<file path="src/rtl/lfit_pkg.sv">
// Shared types and constants for the line framer with idle timeout.
// Used by lfit_ctrl, lfit_dp and line_framer_idle_timeout_top; no dependencies.
package lfit_pkg;

  // Default line store depth (entries), and field widths
  localparam int FRAME_DEPTH_DEF = 64;
  localparam int OP_W            = 2;
  localparam int BYTE_W          = 8;
  localparam int LIMIT_W         = 8;
  localparam int TICK_W          = 16;
  localparam int CHAR_W          = 7;
  localparam int IDX_W           = 6;

  // Item opcodes
  localparam logic [OP_W-1:0] OP_BYTE = 2'd0;
  localparam logic [OP_W-1:0] OP_TICK = 2'd1;
  localparam logic [OP_W-1:0] OP_READ = 2'd2;

  // Register reset value and byte classes
  localparam logic [TICK_W-1:0] IDLE_RESET = 16'd30;
  localparam logic [BYTE_W-1:0] PRINT_LO   = 8'h20;
  localparam logic [BYTE_W-1:0] PRINT_HI   = 8'h7E;
  localparam logic [BYTE_W-1:0] CH_NL      = 8'h0A;

  // Commands from controller to datapath
  typedef struct packed {
    logic byte_en;      // take rx_byte into the line
    logic tick_en;      // advance the tick counter
    logic read_latch;   // capture read_limit
    logic emit_summary; // emit one summary word (not ready, or nothing to copy)
    logic start_stream; // reset char index, fetch first char
    logic emit_char;    // emit one character word
  } cmd_t;

  // Status from datapath to controller
  typedef struct packed {
    logic rd_ready;  // read condition holds
    logic n_zero;    // nothing to copy
    logic last_char; // current char index is the final one
  } status_t;

endpackage

</file>
<file path="src/rtl/lfit_ctrl.sv">
// Controller state machine for the line framer: sequences byte, tick and read items.
// Depends on lfit_pkg (cmd_t, status_t, opcodes).
module lfit_ctrl (
  input  logic                          clk,
  input  logic                          rst,
  input  logic                          start,
  input  logic [lfit_pkg::OP_W-1:0]     opcode,
  input  lfit_pkg::status_t             status,
  output lfit_pkg::cmd_t                cmd,
  output logic                          busy
);

  typedef enum logic [1:0] {
    IDLE,
    EVAL,
    STREAM
  } state_t;

  state_t state;
  state_t state_next;

  // Next state and commands
  always_comb begin
    cmd        = '0;
    state_next = state;
    case (state)
      IDLE: begin
        if (start) begin
          case (opcode)
            lfit_pkg::OP_BYTE: cmd.byte_en = 1'b1;
            lfit_pkg::OP_TICK: cmd.tick_en = 1'b1;
            lfit_pkg::OP_READ: begin
              cmd.read_latch = 1'b1;
              state_next     = EVAL;
            end
            default: ;
          endcase
        end
      end
      EVAL: begin
        if (!status.rd_ready || status.n_zero) begin
          cmd.emit_summary = 1'b1;
          state_next       = IDLE;
        end else begin
          cmd.start_stream = 1'b1;
          state_next       = STREAM;
        end
      end
      STREAM: begin
        cmd.emit_char = 1'b1;
        if (status.last_char) begin
          state_next = IDLE;
        end
      end
      default: state_next = IDLE;
    endcase
  end

  // State and busy flag
  always_ff @(posedge clk) begin
    if (rst) begin
      state <= IDLE;
      busy  <= 1'b0;
    end else begin
      state <= state_next;
      busy  <= (state_next != IDLE);
    end
  end

endmodule

</file>
<file path="src/rtl/lfit_dp.sv">
// Datapath for the line framer: tick/timeout registers, line store memory,
// read evaluation and registered result word. Depends on lfit_pkg.
module lfit_dp #(
  parameter int FRAME_DEPTH = lfit_pkg::FRAME_DEPTH_DEF
) (
  input  logic                            clk,
  input  logic                            rst,
  input  lfit_pkg::cmd_t                  cmd,
  output lfit_pkg::status_t               status,
  input  logic [lfit_pkg::BYTE_W-1:0]     rx_byte,
  input  logic [lfit_pkg::LIMIT_W-1:0]    read_limit,
  input  logic                            cfg_we,
  input  logic [lfit_pkg::TICK_W-1:0]     cfg_data,
  output logic                            result_strobe,
  output logic                            frame_ready,
  output logic                            char_valid,
  output logic [lfit_pkg::CHAR_W-1:0]     data_char,
  output logic [lfit_pkg::IDX_W-1:0]      char_index,
  output logic [lfit_pkg::IDX_W-1:0]      frame_length,
  output logic                            last
);

  localparam int CW = $clog2(FRAME_DEPTH);
  localparam logic [CW-1:0] COUNT_MAX = CW'(FRAME_DEPTH - 1);

  logic [lfit_pkg::TICK_W-1:0]  idle_timeout_ms;
  logic [lfit_pkg::TICK_W-1:0]  tick_count;
  logic [lfit_pkg::TICK_W-1:0]  last_rx_tick;
  logic                         line_done;
  logic [CW-1:0]                char_count;
  logic [lfit_pkg::LIMIT_W-1:0] limit_q;
  logic [CW-1:0]                idx;
  logic [lfit_pkg::CHAR_W-1:0]  line_store [FRAME_DEPTH];
  logic [lfit_pkg::CHAR_W-1:0]  mem_q;

  logic [lfit_pkg::TICK_W-1:0]  gap;
  logic                         printable;
  logic                         appending;
  logic [CW-1:0]                n_chars;
  logic [CW-1:0]                idx_inc;
  logic [CW-1:0]                rd_addr;
  logic                         clear_line;

  // Read evaluation: wrapping gap and copy length
  assign gap       = tick_count - last_rx_tick;
  assign printable = (rx_byte >= lfit_pkg::PRINT_LO) && (rx_byte <= lfit_pkg::PRINT_HI);
  assign appending = cmd.byte_en && printable && (char_count < COUNT_MAX);

  always_comb begin
    if (lfit_pkg::LIMIT_W'(char_count) >= limit_q) begin
      n_chars = CW'(limit_q - 1'b1);
    end else begin
      n_chars = char_count;
    end
  end

  assign status.rd_ready  = (limit_q != '0) &&
                            (line_done || ((char_count != '0) && (gap >= idle_timeout_ms)));
  assign status.n_zero    = (n_chars == '0);
  assign idx_inc          = idx + 1'b1;
  assign status.last_char = (idx_inc == n_chars);

  assign rd_addr    = cmd.start_stream ? '0 : idx_inc;
  assign clear_line = (cmd.emit_summary && status.rd_ready) ||
                      (cmd.emit_char && status.last_char);

  // Control registers: timeout, ticks, line status
  always_ff @(posedge clk) begin
    if (rst) begin
      idle_timeout_ms <= lfit_pkg::IDLE_RESET;
      tick_count      <= '0;
      last_rx_tick    <= '0;
      line_done       <= 1'b0;
      char_count      <= '0;
    end else begin
      if (cfg_we) begin
        idle_timeout_ms <= cfg_data;
      end
      if (cmd.tick_en) begin
        tick_count <= tick_count + 1'b1;
      end
      if (cmd.byte_en) begin
        last_rx_tick <= tick_count;
        if (rx_byte == lfit_pkg::CH_NL) begin
          line_done <= 1'b1;
        end else if (printable) begin
          if (appending) begin
            char_count <= char_count + 1'b1;
          end else begin
            line_done <= 1'b1;
          end
        end
      end
      if (clear_line) begin
        char_count <= '0;
        line_done  <= 1'b0;
      end
    end
  end

  // Read limit and stream index
  always_ff @(posedge clk) begin
    if (cmd.read_latch) begin
      limit_q <= read_limit;
    end
    if (cmd.start_stream) begin
      idx <= '0;
    end else if (cmd.emit_char) begin
      idx <= idx_inc;
    end
  end

  // Line store: one write port, one registered read port
  always_ff @(posedge clk) begin
    if (appending) begin
      line_store[char_count] <= rx_byte[lfit_pkg::CHAR_W-1:0];
    end
    mem_q <= line_store[rd_addr];
  end

  // Result strobe
  always_ff @(posedge clk) begin
    if (rst) begin
      result_strobe <= 1'b0;
    end else begin
      result_strobe <= cmd.emit_summary || cmd.emit_char;
    end
  end

  // Result word
  always_ff @(posedge clk) begin
    if (cmd.emit_summary) begin
      frame_ready  <= status.rd_ready;
      char_valid   <= 1'b0;
      data_char    <= '0;
      char_index   <= '0;
      frame_length <= '0;
      last         <= 1'b1;
    end else if (cmd.emit_char) begin
      frame_ready  <= 1'b1;
      char_valid   <= 1'b1;
      data_char    <= mem_q;
      char_index   <= lfit_pkg::IDX_W'(idx);
      frame_length <= lfit_pkg::IDX_W'(n_chars);
      last         <= status.last_char;
    end
  end

endmodule

</file>
<file path="src/rtl/line_framer_idle_timeout_top.sv">
// Top level of the line framer with idle timeout.
// Joins lfit_ctrl and lfit_dp; depends on lfit_pkg.
//
// Usage:
//   Items arrive on start with opcode, rx_byte and read_limit, and are taken
//   at a clock edge where start is high and busy is low. A byte or a tick
//   item produces no word; busy stays low, so these can come every cycle.
//   Opcode three is ignored.
//   A read item passes through an evaluation state, then streams its characters
//   out of the line store in the STREAM state (its single registered read port
//   sets the pace). A read holds busy through evaluation when it returns a
//   summary word, and through the stream as well when it returns characters.
//   Each result word appears on the result ports for exactly one cycle with
//   result_strobe high, in the cycle after it is formed in the datapath; the
//   receiver cannot stall, and the block may take its next item while the
//   final word of a read is still on the ports.
//   Timeout register writes use cfg_valid/cfg_data; cfg_ready is always high.
//   The user must write only while no item is in progress (not enforced).
//   Synchronous reset clears the tick counters, line status and controller,
//   and loads the timeout with its default; the line store is not cleared.
module line_framer_idle_timeout_top #(
  parameter int FRAME_DEPTH = lfit_pkg::FRAME_DEPTH_DEF
) (
  input  logic                            clk,
  input  logic                            rst,
  input  logic                            start,
  output logic                            busy,
  input  logic [lfit_pkg::OP_W-1:0]       opcode,
  input  logic [lfit_pkg::BYTE_W-1:0]     rx_byte,
  input  logic [lfit_pkg::LIMIT_W-1:0]    read_limit,
  input  logic                            cfg_valid,
  output logic                            cfg_ready,
  input  logic [lfit_pkg::TICK_W-1:0]     cfg_data,
  output logic                            result_strobe,
  output logic                            frame_ready,
  output logic                            char_valid,
  output logic [lfit_pkg::CHAR_W-1:0]     data_char,
  output logic [lfit_pkg::IDX_W-1:0]      char_index,
  output logic [lfit_pkg::IDX_W-1:0]      frame_length,
  output logic                            last
);

  lfit_pkg::cmd_t    cmd;
  lfit_pkg::status_t status;

  assign cfg_ready = 1'b1;

  lfit_ctrl u_ctrl (
    .clk    (clk),
    .rst    (rst),
    .start  (start),
    .opcode (opcode),
    .status (status),
    .cmd    (cmd),
    .busy   (busy)
  );

  lfit_dp #(
    .FRAME_DEPTH (FRAME_DEPTH)
  ) u_dp (
    .clk           (clk),
    .rst           (rst),
    .cmd           (cmd),
    .status        (status),
    .rx_byte       (rx_byte),
    .read_limit    (read_limit),
    .cfg_we        (cfg_valid && cfg_ready),
    .cfg_data      (cfg_data),
    .result_strobe (result_strobe),
    .frame_ready   (frame_ready),
    .char_valid    (char_valid),
    .data_char     (data_char),
    .char_index    (char_index),
    .frame_length  (frame_length),
    .last          (last)
  );

endmodule
</file>
<file path="config.mk">
export PLATFORM = sky130hd
export DESIGN_NAME = line_framer_idle_timeout_top
export DESIGN_NICKNAME = d
export VERILOG_FILES = /design/src/rtl/lfit_pkg.sv /design/src/rtl/lfit_ctrl.sv /design/src/rtl/lfit_dp.sv /design/src/rtl/line_framer_idle_timeout_top.sv
export SDC_FILE = /design/constraint.sdc
export NUM_CORES = 1
export LEC_CHECK = 0
export ABC_AREA = 1
export BUFFER_PORTS_ARGS = -buffer_cell sky130_fd_sc_hd__buf_2
export CAP_MARGIN = 30
export CORE_MARGIN = 5
export CORE_UTILIZATION = 38
export CTS_BUF_LIST = sky130_fd_sc_hd__clkbuf_8
export DETAILED_ROUTE_END_ITERATION = 6
export PLACE_DENSITY = 0.66
export SLEW_MARGIN = 20
export SYNTH_ARGS = -nofsm -noshare
export SYNTH_HDL_FRONTEND = slang
export SYNTH_SLANG_ARGS = --single-unit
</file>
<file path="constraint.sdc">
create_clock -name clk -period 4.47 [get_ports clk]
set_input_delay 0.2235 -clock clk [delete_from_list [all_inputs] [get_ports clk]]
set_output_delay 0.2235 -clock clk [all_outputs]
set_load 0.02 [all_outputs]
</file>
; Word level (Yosys, flattened, before mapping)
; Memory sizes are Yosys's and may differ from the RTL's. A register that Yosys moved wholly into a read port is not among the register bits.
; Cells that the tools add are included.
[totals]
wordCells = 81
out_inout_bits = 25
ff_bits = 95
ram_bits = 448
memories = 1
input_bits = 38
[mem_list]
columns = memory, words, word_bits, read_ports, rd_clocked_by_memory_dff, wr, line
row1 = u_dp.line_store, 64, 7, 1, 1, 1, lfit_dp.sv:33  ; logic [lfit_pkg::CHAR_W-1:0] line_store [FRAME_DEPTH];
[op_classes]
n_eq_ne = 7
mux = 23
n_addsub = 5
bitwise_logic = 1
order_cmp = 5
n_reduce_logical = 23
[op_table]
columns = operator, count
row1 = adder 16 x 1 -> 16 bit (second input constant), 1
row2 = >= comparator 16 bit, 1
row3 = subtractor 16 bit, 1
row4 = 2-to-1 mux 1 bit, 13
row5 = adder 6 x 1 -> 6 bit (second input constant), 2
row6 = 2-to-1 mux 6 bit, 2
row7 = 2-to-1 mux 2 bit, 5
row8 = == test 8 x 4 -> 1 bit (second input constant), 1
row9 = >= comparator 6 x 8 -> 1 bit, 1
row10 = >= comparator 8 x 6 -> 1 bit (second input constant), 1
row11 = <= comparator 8 x 7 -> 1 bit (second input constant), 1
row12 = nonzero test 8 bit, 1
row13 = logical AND 1 bit, 7
row14 = == test 6 bit, 1
row15 = logical NOT 6 bit, 1
row16 = < comparator 6 bit (second input constant), 1
row17 = 2-to-1 mux 3 bit, 2
row18 = one-hot mux 2 bit (3 select lines), 1
row19 = nonzero test 2 bit, 3
row20 = nonzero test 6 bit, 1
row21 = subtractor 6 x 1 -> 6 bit (second input constant), 1
row22 = == test 2 x 1 -> 1 bit (second input constant), 2
row23 = == test 2 bit (second input constant), 2
row24 = logical NOT 2 bit, 2
row25 = 7 further kinds, 10

; Logic depth before layout (Yosys ltp)
[depth]
depth_word = 12
ltp_mapped = 36
mapped_depth_nobuf = 34

; By module
; Synthesis repeated with hierarchy kept, for this count alone.
[hier_totals]
cells_unflattened = 2068
area_unflattened_um2 = 23346.1
[by_module_without_submodules]
columns = module, cells_per_inst, instances, seq_area_each_um2, area_each_um2
row1 = lfit_dp, 2035, 1, 15524.9, 23159.7
row2 = lfit_ctrl, 31, 1, 60.1, 175.2
row3 = line_framer_idle_timeout_top, 2, 1, 0.0, 11.3

; Worst setup path after synthesis
; OpenSTA, ideal clock, no wires.
[synth_timing]
path_kind = reg-to-reg
start = register u_dp.tick_count[0] in the netlist's numbering
end = register u_dp.mem_q[2] in the netlist's numbering, read port of u_dp.line_store
path_slack_ns = 0.229
path_stages_with_launch = 35
arrival_ns = 4.128
setup_time_ns = 0.113
synth_period_minus_slack_ns = 4.241
path_cell_list = dfxtp_1 -> inv_1 -> ha_1 -> fa_1 -> inv_1 -> a31oi_1 -> o21ai_0 -> nand2_1 -> nand2_1 -> nand2_1 -> nand2_1 -> a21oi_1 -> o21bai_1 -> a21oi_1 -> nor2_1 -> nor2_1 -> xor2_1 -> ha_1 -> nand2_1 -> nor3_1 -> nand2_1 -> nand2_1 -> nand2_1 -> a21oi_2 -> nand3_4 -> nand2_4 -> buf_4 -> buf_2 -> nand2_1 -> nand3_1 -> nand3_1 -> nand3_1 -> nand3_1 -> nand3_1 -> nand2_1
[synth_via]
elab_chain_cells = 10
[synth_lines]
columns = item, line
row1 = from (decl), lfit_dp.sv:27  ; logic [lfit_pkg::TICK_W-1:0] tick_count;
row2 = from (signal assigned), lfit_dp.sv:80  ; tick_count <= tick_count + 1'b1;
row3 = subtractor 16 bit, lfit_dp.sv:45  ; assign gap = tick_count - last_rx_tick;
row4 = >= comparator 16 bit, lfit_dp.sv:58  ; (line_done || ((char_count != '0) && (gap >= idle_timeout_ms)));
row5 = logical AND 1 bit, lfit_dp.sv:58
row6 = logical OR 1 bit, lfit_dp.sv:58
row7 = logical AND 1 bit, lfit_dp.sv:57  ; assign status.rd_ready = (limit_q != '0) &&
row8 = logical NOT 1 bit, lfit_ctrl.sv:41  ; if (!status.rd_ready || status.n_zero) begin
row9 = logical OR 1 bit, lfit_ctrl.sv:41
row10 = 2-to-1 mux 1 bit, lfit_ctrl.sv:41
row11 = 2-to-1 mux 2 bit, lfit_ctrl.sv:26  ; case (state)
row12 = 2-to-1 mux 6 bit, lfit_dp.sv:63  ; assign rd_addr = cmd.start_stream ? '0 : idx_inc;
row13 = to (decl), lfit_dp.sv:34  ; logic [lfit_pkg::CHAR_W-1:0] mem_q;
; Every way passes these cells.
; A chain may end at the register's enable or synchronous reset.

; Worst setup path in the final report
; Same ends and word-level chain as after synthesis.

==> results.cfg <==
[run_status]
outcome = finished, violations left
violations = setup timing

[clock_tree]
cts-root-buf = clkbuf_8
htreeDepth = 3
cts_tree = built
numCtsBuffers = 89
clk_pin_slew_ps = 70
clock_path_buffers = 3
cts_sinks = 550
clk-insertion-delay-late_ps = 690

[cells_and_area]
area_delta_synth_final_pct = 25.9
n_antenna_cell = 0
nFillCells = 5727
regArea_um2 = 15600
multi_input_area_um2 = 8570
layout-drive-gt1-share_pct = 24.1
nets = 2748

[floorplan]
die_h_um = 265
ios = 63
die_area_um2 = 70300
die-width_um = 265
core_area_um2 = 64500
rows = 93
initial_core_util_pct = 38.4

[route]
detail-route-antenna-nets = 0
drc = 0
drtIter0Drc = 2168
wl_um = 73000
via_per_inst = 5.34
vias = 19200
dr.pass1.iters = 6
routedWlPerCell_um = 20.3

[sta]
worst_slew_pin_slew_ps = 905
rsz0062_at_grt = true
fin_worst_skew_ps = 43.9
fmax_ghz = 0.220
slew_headroom_pct = 39.1
final_hold_viol_count = 0
period_needed_ps = 4550
timing.final.ws_setup_ps = -78.1
report.final.slew_viol_count = 0
setup_viol = 7
post-route-period-util_pct = 102
whs_ps = 81.6

[synth]
synth_fp_nets = 2480
netlist_area_um2 = 24700
ys_types = 48
yosysTopAreaCell = edfxtp_1
synth_compound_area_share_pct = 5.93
synth_fa_ha_area_share_pct = 2.21
synthCells = 2399
synth-simple-area-share_pct = 21.0
netlist_top_cells_area = edfxtp_1 55%, dfxtp_1 7.5%, nand3_1 7.4%
synthXorXnorAreaFrac_pct = 0.921
ys_ff_latch = 550
synth-seq-area-share_pct = 63.0
synth_top_cell_area_share_pct = 55.5
avgSynthCellArea_um2 = 10.3
synth-edff-count = 457
muxShareOfSynthArea_pct = 0
synth_ff_type = edfxtp_1
ys_warn_count = 0
ys_top_cells_by_count = 457 x edfxtp_1, 367 x nand3_1, 314 x nand2_1
async_flop_share_pct = 0
synth_top_family_by_area = simple AND/OR/NAND/NOR gates
synth.most_common_cell = edfxtp_1

[global_routing]
grt_overflow = 0
grt_pass1_wl_um = 108000
grt_pass1_vias = 18700
use_met3_pct = 4.67
grt_usage_pct = 19.6
top_usage_layer = met2
grtUsageMet1_pct = 26.2
grt_util_met2_pct = 31.3
grt_max_degree = 112
antenna_found_initial = 1

[flow_run]
max_cap_violations = 0

[worst_setup_path]
worstPathArrival_ps = 5120
crit_path_top_delay_cell = fa_2
path_max_fanout = 10
r2r_cells = 34
timing.rr.end = u_dp.mem_q[2]
path_class = reg2reg
required_ps = 5040
cp-end-kind = register
startpoint_type = register
max_stage_delay_ps = 400
r2r_start = u_dp.tick_count[0]
reg2reg_slack_ps = -80

[pwr]
seq_power_share_pct = 42.9
power_leakage_nw = 12.3
pwr-share-clk_pct = 30.5
p_per_area_nw_per_um2 = 428
power_frac_comb_pct = 26.6
p_sw_share_pct = 31.6
finalPower_mw = 13.3
ir_drop_uv = 255
p_int_mw = 9.12
switching_power_mw = 4.21

[placement]
post-place-ws_ps = -423
io_buffers = 61
place.gp.congestion = 0.873
hpwl_um = 42400

[min_path]
holdCritPathClass = in2reg
whs_path_depth = 2
hold_start = rx_byte[3]
hold_end = u_dp.line_store[23][3]
[area by class of cell]
cell class,count,share of cell area (%)
clock buffer,90,3.98
timing repair buffer,302,10.2
multi-input combinational,1446,27.5
timing repair inverter,1,0.0281
tap,855,3.44
clock inverter,69,1.23
sequential,550,50.1
inverter,277,3.48
[what timing repair did]
action | CTS | global route
hold endpoints to repair | 31 | 0
buffers inserted | 33 | 5
cloned | 19 | 10
pin swaps | 54 | 98
resized for setup | 134 | 186
setup endpoints to repair | 7 | 15
hold buffers | 37 | 0
[metrics by stage]
step | instances | setup TNS, ps | utilization, % | cell area [um2]
final | 3590 | -383 | 48.3 | 31100
after global routing | 3590 | -2530 | 48.3 | 31100
after CTS | 3579 | -228 | 46.9 | 30200
after detailed placement | 3333 | -2650 | 41.6 | 26800
after global placement | 3332 | -2620 | 41.6 | 26800
after floorplan | 2399 | 0 | - | 24700
[layout by cell type, fill, tap and decap left out, drive strengths merged, types with 3 or more instances in the layout]
| cell type | count |
|---|---|
| o211ai | 6 |
| edfxtp | 457 |
| nand4 | 12 |
| nor2 | 260 |
| o21ai | 122 |
| dfxtp | 93 |
| or2 | 44 |
| bufbuf | 3 |
| a21oi | 91 |
| nand3b | 87 |
| clkinvlp | 3 |
| a211oi | 5 |
| ha | 42 |
| clkinv | 29 |
| o2111ai | 28 |
| nand3 | 369 |
| xor2 | 18 |
| dlygate4sd3 | 37 |
| a31oi | 3 |
| xnor2 | 8 |
| nor3 | 16 |
| inv | 312 |
| nand2 | 322 |
| clkbuf | 97 |
| buf | 255 |
| bufinv | 3 |
[sequential cells by signal (all words and copies together), names as in the netlist, 2 cells and up]
signal	flops
u_ctrl.state	2
u_dp.char_count	6
u_dp.char_index	6
u_dp.data_char	7
u_dp.frame_length	6
u_dp.idle_timeout_ms	16
u_dp.idx	6
u_dp.last_rx_tick	16
u_dp.limit_q	8
u_dp.line_store	448
u_dp.mem_q	7
u_dp.tick_count	16
[critical path: cells and delay by family, from the launching register on]
kind	cells	cell delay [ps]
AND/OR/NAND/NOR	16	1550
buffers and inverters	5	610
adder cells (fa/ha/maj)	3	870
flip-flops	1	330
XOR/XNOR	1	150
AO/OA/AOI/OAI	9	910
[kinds of logic after synthesis]
group / after synthesis
xor+xnor: 26
other cells: 1
compound gates: 260
flops: 550
fa+ha+maj: 43
buf+inv: 404
simple gates: 1115
[worst max-delay path by stage]
stage / start / end / slack [ps] / cells after the start
floorplan: u_dp.tick_count[0] / u_dp.mem_q[2] / 230 / 34
global placement: u_dp.tick_count[0] / u_dp.mem_q[3] / -400 / 34
detailed placement: u_dp.tick_count[0] / u_dp.mem_q[3] / -420 / 34
CTS: u_dp.tick_count[0] / u_dp.mem_q[4] / -40 / 36
global route: u_dp.tick_count[0] / u_dp.mem_q[2] / -390 / 34
finish: u_dp.tick_count[0] / u_dp.mem_q[2] / -80 / 34
[per-layer routing]
layer,share of wire (%),vias up,routed length (um)
met1,40,9226,29500
li1,-,8787,-
met2,46,964,33600
met3,10,189,7290
met5,0,-,0
met4,3.6,0,2600
[power by group through the flow]
| stage | registers [mW] | logic [mW] | clock network, mW |
|---|---|---|---|
| CTS | 5.71 | 3.20 | 4.11 |
| global route | 5.72 | 3.76 | 4.37 |
| global placement | 5.82 | 2.47 | 0 |
| detailed placement | 5.81 | 2.51 | 0 |
| floorplan | 5.77 | 1.53 | 0 |
| finish | 5.72 | 3.54 | 4.06 |
(Power assumes the default switching activity.)
